==> src/design/fdl_pkg.sv <==
`timescale 1ns / 1ps
// Shared types and constants for the fractional delay line.
package fdl_pkg;

	// Field and register widths
	localparam int unsigned WHOLE_W   = 17;
	localparam int unsigned FRAC_W    = 16;
	localparam int unsigned GAIN_W    = 18;
	localparam int unsigned LEN_REG_W = 18;

	// Configuration port
	localparam int unsigned PADDR_W = 4;
	localparam int unsigned PDATA_W = 32;

	// Register reset values
	localparam logic [GAIN_W-1:0]    GAIN_RESET   = 18'd65536;
	localparam logic [LEN_REG_W-1:0] LENGTH_RESET = LEN_REG_W'(44100 * 2);

	// Rounding half of a Q.16 product
	localparam logic [FRAC_W-1:0] ROUND_HALF = 16'h8000;

	// Register index, taken from paddr word bits
	typedef enum logic [1:0] {
		REG_DELAY_WHOLE    = 2'd0,
		REG_DELAY_FRACTION = 2'd1,
		REG_OUT_GAIN       = 2'd2,
		REG_BUFFER_LENGTH  = 2'd3
	} reg_idx_t;

	// Request action codes
	typedef enum logic {
		ACT_PROCESS = 1'b0,
		ACT_TAP     = 1'b1
	} action_t;

	// Sequencer states
	typedef enum logic [2:0] {
		ST_IDLE,
		ST_ADDR,
		ST_DIFF,
		ST_MUL1,
		ST_SUM,
		ST_MUL2,
		ST_RES
	} state_t;

	// Configuration register file contents
	typedef struct packed {
		logic [WHOLE_W-1:0]   delay_whole;
		logic [FRAC_W-1:0]    delay_fraction;
		logic [GAIN_W-1:0]    out_gain;
		logic [LEN_REG_W-1:0] buffer_length;
	} cfg_t;

endpackage

==> src/design/fdl_regs.sv <==
`timescale 1ns / 1ps
// APB configuration registers for the fractional delay line.
module fdl_regs
	import fdl_pkg::*;
(
	input  logic               clk,
	input  logic               arst_n,
	input  logic               psel,
	input  logic               penable,
	input  logic               pwrite,
	input  logic [PADDR_W-1:0] paddr,
	input  logic [PDATA_W-1:0] pwdata,
	output logic [PDATA_W-1:0] prdata,
	output logic               pready,
	output cfg_t               cfg
);

	cfg_t     cfg_q;
	reg_idx_t idx;
	logic     wr_en;

	assign idx    = reg_idx_t'(paddr[PADDR_W-1:2]);
	assign wr_en  = psel & penable & pwrite;
	assign pready = 1'b1;
	assign cfg    = cfg_q;

	// Write the addressed register on the access cycle
	always_ff @(posedge clk or negedge arst_n) begin
		if (!arst_n) begin
			cfg_q.delay_whole    <= '0;
			cfg_q.delay_fraction <= '0;
			cfg_q.out_gain       <= GAIN_RESET;
			cfg_q.buffer_length  <= LENGTH_RESET;
		end else if (wr_en) begin
			case (idx)
				REG_DELAY_WHOLE:    cfg_q.delay_whole    <= pwdata[WHOLE_W-1:0];
				REG_DELAY_FRACTION: cfg_q.delay_fraction <= pwdata[FRAC_W-1:0];
				REG_OUT_GAIN:       cfg_q.out_gain       <= pwdata[GAIN_W-1:0];
				REG_BUFFER_LENGTH:  cfg_q.buffer_length  <= pwdata[LEN_REG_W-1:0];
				default: ;
			endcase
		end
	end

	// Return the addressed register, zero-extended
	always_comb begin
		case (idx)
			REG_DELAY_WHOLE:    prdata = PDATA_W'(cfg_q.delay_whole);
			REG_DELAY_FRACTION: prdata = PDATA_W'(cfg_q.delay_fraction);
			REG_OUT_GAIN:       prdata = PDATA_W'(cfg_q.out_gain);
			REG_BUFFER_LENGTH:  prdata = PDATA_W'(cfg_q.buffer_length);
			default:            prdata = '0;
		endcase
	end

endmodule

==> config.mk <==
export PLATFORM = sky130hd
export DESIGN_NAME = fdl_regs
export DESIGN_NICKNAME = d
export VERILOG_FILES = /design/src/design/fdl_pkg.sv /design/src/design/fdl_regs.sv
export SDC_FILE = /design/constraint.sdc
export NUM_CORES = 1
export LEC_CHECK = 0
export BUFFER_PORTS_ARGS = -buffer_cell sky130_fd_sc_hd__buf_2
export CAP_MARGIN = 20
export CORE_MARGIN = 1.5
export CORE_UTILIZATION = 47
export CTS_CLUSTER_SIZE = 30
export DETAILED_ROUTE_END_ITERATION = 6
export PLACE_DENSITY_LB_ADDON = 0.3
export SLEW_MARGIN = 15
export SYNTH_ARGS = -nofsm -noshare
export SYNTH_HDL_FRONTEND = slang
export SYNTH_SLANG_ARGS = --single-unit
==> constraint.sdc <==
create_clock -name clk -period 1.2 [get_ports clk]
set_input_delay 0 -clock clk [delete_from_list [all_inputs] [get_ports clk]]
set_output_delay 0 -clock clk [all_outputs]
set_load 0.02 [all_outputs]
==> metrics.md <==
| Metric | Value |
|---|---|
| Post-synth top cells | `dfrtp_1 (62), mux2_2 (58), buf_4 (18), mux4_2 (16), mux2_4 (10)` |
| Num ports | `approximately 140` |
| # fillers | `415` |
| Maxcap violations | `0` |
| H-tree Lvls | `3` |
| Synth async-reset ratio | `1.00` |
| Max reg flops | `69` |
| DR iter-0 viols | `101` |
| Final wirelength | `approximately 8000 µm` |
| Final Worst Setup Slack | `-0.200 ns` |
| FF+latch area | `~1700 µm²` |
| Initial Util | `0.494` |
| Setup CP Type | `flip-flop to output pin` |
| Leakage | `2.46 nW` |
| DRC Markers | `10` |
| Post-route ant nets | `0` |
| Compound-Gate Fraction of Synth Area | `0.00275` |
| Dpl hpwl | `4840 µm` |
| Hold Crit Class | `primary input to async pin` |
| Crit end category | `output pin` |
| Xor and xnor area share after synthesis | `0` |
| Top-area cell type share of the netlist area | `0.486` |
| Largest net degree at the start of global routing | `70` |
| Register area share after synthesis | `0.544` |
| Layout Area Growth over Synthesis | `52.7%` |
| CTS tree | `built` |
| Flops & latches, synth | `between 60 and 70` |
| Crit. Startpoint | `cfg[5]` |
| Gpl congestion | `0.723` |
| # setup viols final | `17` |
| Clk root buf | `clkbuf_8` |
| Outcome | `finished with violations` |
| Final critical-path share of the clock period | `1.17` |
| Height of the die | `~85 µm` |
| WL/cell | `about 17 µm` |
| Area post-placement | `3860 µm²` |
| Pre-CTS setup slack | `between 0.02 and 0.025 ns` |
| TritonCTS Buffers | `9` |
| Final non-filler cell area | `between 4000 and 5000 µm²` |
| Critical path destination | `prdata[5]` |
| Adder-cell share of the synthesized area | `0` |
| Number of global-route vias before repair | `around 2500` |
| VDD IR max | `about 1200 µV` |
| Mux contribution to synthesized area | `0.375` |
| First-pass GRT wire length | `12800 µm` |
| Startpoint types | `flip-flop` |
| Core box area | `between 6000 and 7000 µm²` |
| CP peak stage delay | `approximately 0.5 ns` |
| Ys flop type | `dfrtp_1` |
| Initial antenna violation count | `0` |
| Number of enable flip-flop cells after synthesis | `0` |
| Minimum clock period | `around 1.4 ns` |
| Clk buf depth | `2` |
| Crit path cell chain | `mux4_2, buf_6` |
| Row cnt | `29` |
| Yosys warns | `0` |
| Main combinational cell family by area after synthesis | `multiplexers` |
| Mapped Area | `3190 µm²` |
| Failing checks | `DRC, setup timing` |
| Clock-pin slew on the worst setup and hold paths | `~0.07 ns` |
| RSZ-0062 raised after global routing | `yes` |
| Cell count after synthesis | `~190` |
| Maximum fanout along the worst path | `3` |
| Peak Freq | `about 0.71 GHz` |
| First-pass DRT Iterations | `6` |
| Cell area power density | `slightly below 2000 nW/µm²` |
| Reg2reg start | `cfg[10]` |
| Reg2reg end | `cfg[10]` |
| CP max-delay cell | `mux4_2` |
| ANT cells | `0` |
| Die X | `about 85 µm` |
| Layout cells sized above 1 | `0.737` |
| CP required | `between 1 and 1.5 ns` |
| Vias/cell | `approximately 5.0` |
| Final clock skew | `0 ns` |
| Reg2Reg Depth | `3` |
| Via count | `2415` |
| Worst Path Arrival | `roughly 1.4 ns` |
| Fin util | `0.754` |
| Yosys cell types | `22` |
| Cell count after placement | `between 300 and 400` |
| Simple-gate portion of the synthesized area | `0.0157` |
| Port bufs | `111` |
| Area occupied by multi-input gates | `around 1300 µm²` |
| Global-route usage over all layers | `0.231` |
| Total gr overflow | `0` |
| R2r setup slk | `0.17 ns` |
| Die area | `approximately 7300 µm²` |
| Pins Over Slew Limit | `0` |
| Biggest area consumer among synthesized cells | `dfrtp_1` |
| Most common cell in the netlist | `dfrtp_1` |
| CTS Sinks | `a little under 70` |
| WHS | `0.201 ns` |
| Final #Nets | `between 400 and 500` |
| Synth area leaders | `dfrtp_1 (49%), mux2_2 (20%), mux4_2 (11%), dfstp_2 (5.8%), mux2_4 (4.7%)` |
| Worst-Skew Late Latency | `between 0.3 and 0.4 ns` |
| Final std cells w/o fill | `480` |
| TNS Setup | `-2.51 ns` |
| Final Hold Fails | `0` |
| Syn Area/Cell | `16.5 µm²` |
| Final Power | `between 9 and 10 mW` |
## critical path, delay by kind of cell (launching register included)
family,cells,cell delay [ns]
flip-flops,1,0.42
multiplexers,1,0.50
buffers and inverters,1,0.15
## worst min path at each step
stage / startpoint / to / slack [ns]
2_1_floorplan: arst_n / cfg[0] / -0.30
3_3_place_gp: arst_n / cfg[18] / 0.05
3_5_place_dp: arst_n / cfg[19] / 0.05
4_1_cts: arst_n / cfg[65] / 0.21
5_1_grt: arst_n / cfg[18] / 0.27
6_report: arst_n / cfg[19] / 0.20
## area by class of cell
class                   count  share of cell area
flip-flops and latches     69               0.356
multi-input cells         111               0.270
clock buffers              11              0.0311
clock inverters             5              0.0218
inverters                   1            0.000771
well taps                  77              0.0198
repair buffers            206               0.300
## layout by cell type, fill, tap and decap left out
master         Yosys  layout
a22o_1             1       1
clkinv_4           0       1
mux2_1             2       2
nor2b_1            1       1
inv_2              1       1
mux2_4            10      10
or3_1              1       1
buf_4             18      73
bufinv_16          0       3
clkbuf_8           0      11
clkinvlp_4         0       1
mux2_2            58      58
nor2_2             1       1
mux2i_1            1       1
buf_6              3      17
nor3_4             0       1
nand3_1            1       1
conb_1             2      15
dfstp_2            7       7
nor2_1             1       1
dlygate4sd3_1      0      19
buf_2              3      94
mux4_2            16      16
or2_1              1       1
dfrtp_1           62      62
nand4_1            1       1
buf_12             0       3
## logic make-up after synthesis
group,after synthesis
DFF,69
muxes,87
buffers and inverters,26
and+or+nand+nor,8
AOI/OAI and AO/OA,1
other,2
## routing by layer
metal,part of all wire,global-route usage
met1,0.43,0.294
met2,0.50,0.386
met3,0.055,0.0535
met4,0.0092,0.0909
met5,0,0
## report_power, final
group,internal [mW],switching (mW)
Clock,1.50,0.857
Sequential,2.91,0.342
Combinational,1.99,1.85
Total,6.40,3.05
## repair_timing
action                                  in CTS  in global routing
pin swaps                                    1                  0
gates resized for setup                     32                  2
hold endpoints to repair                   138                  0
buffers inserted                            44                 17
hold buffers                                19                  0
endpoints found under the setup margin      17                 17
No activity file was read; power rests on OpenSTA's default activity.
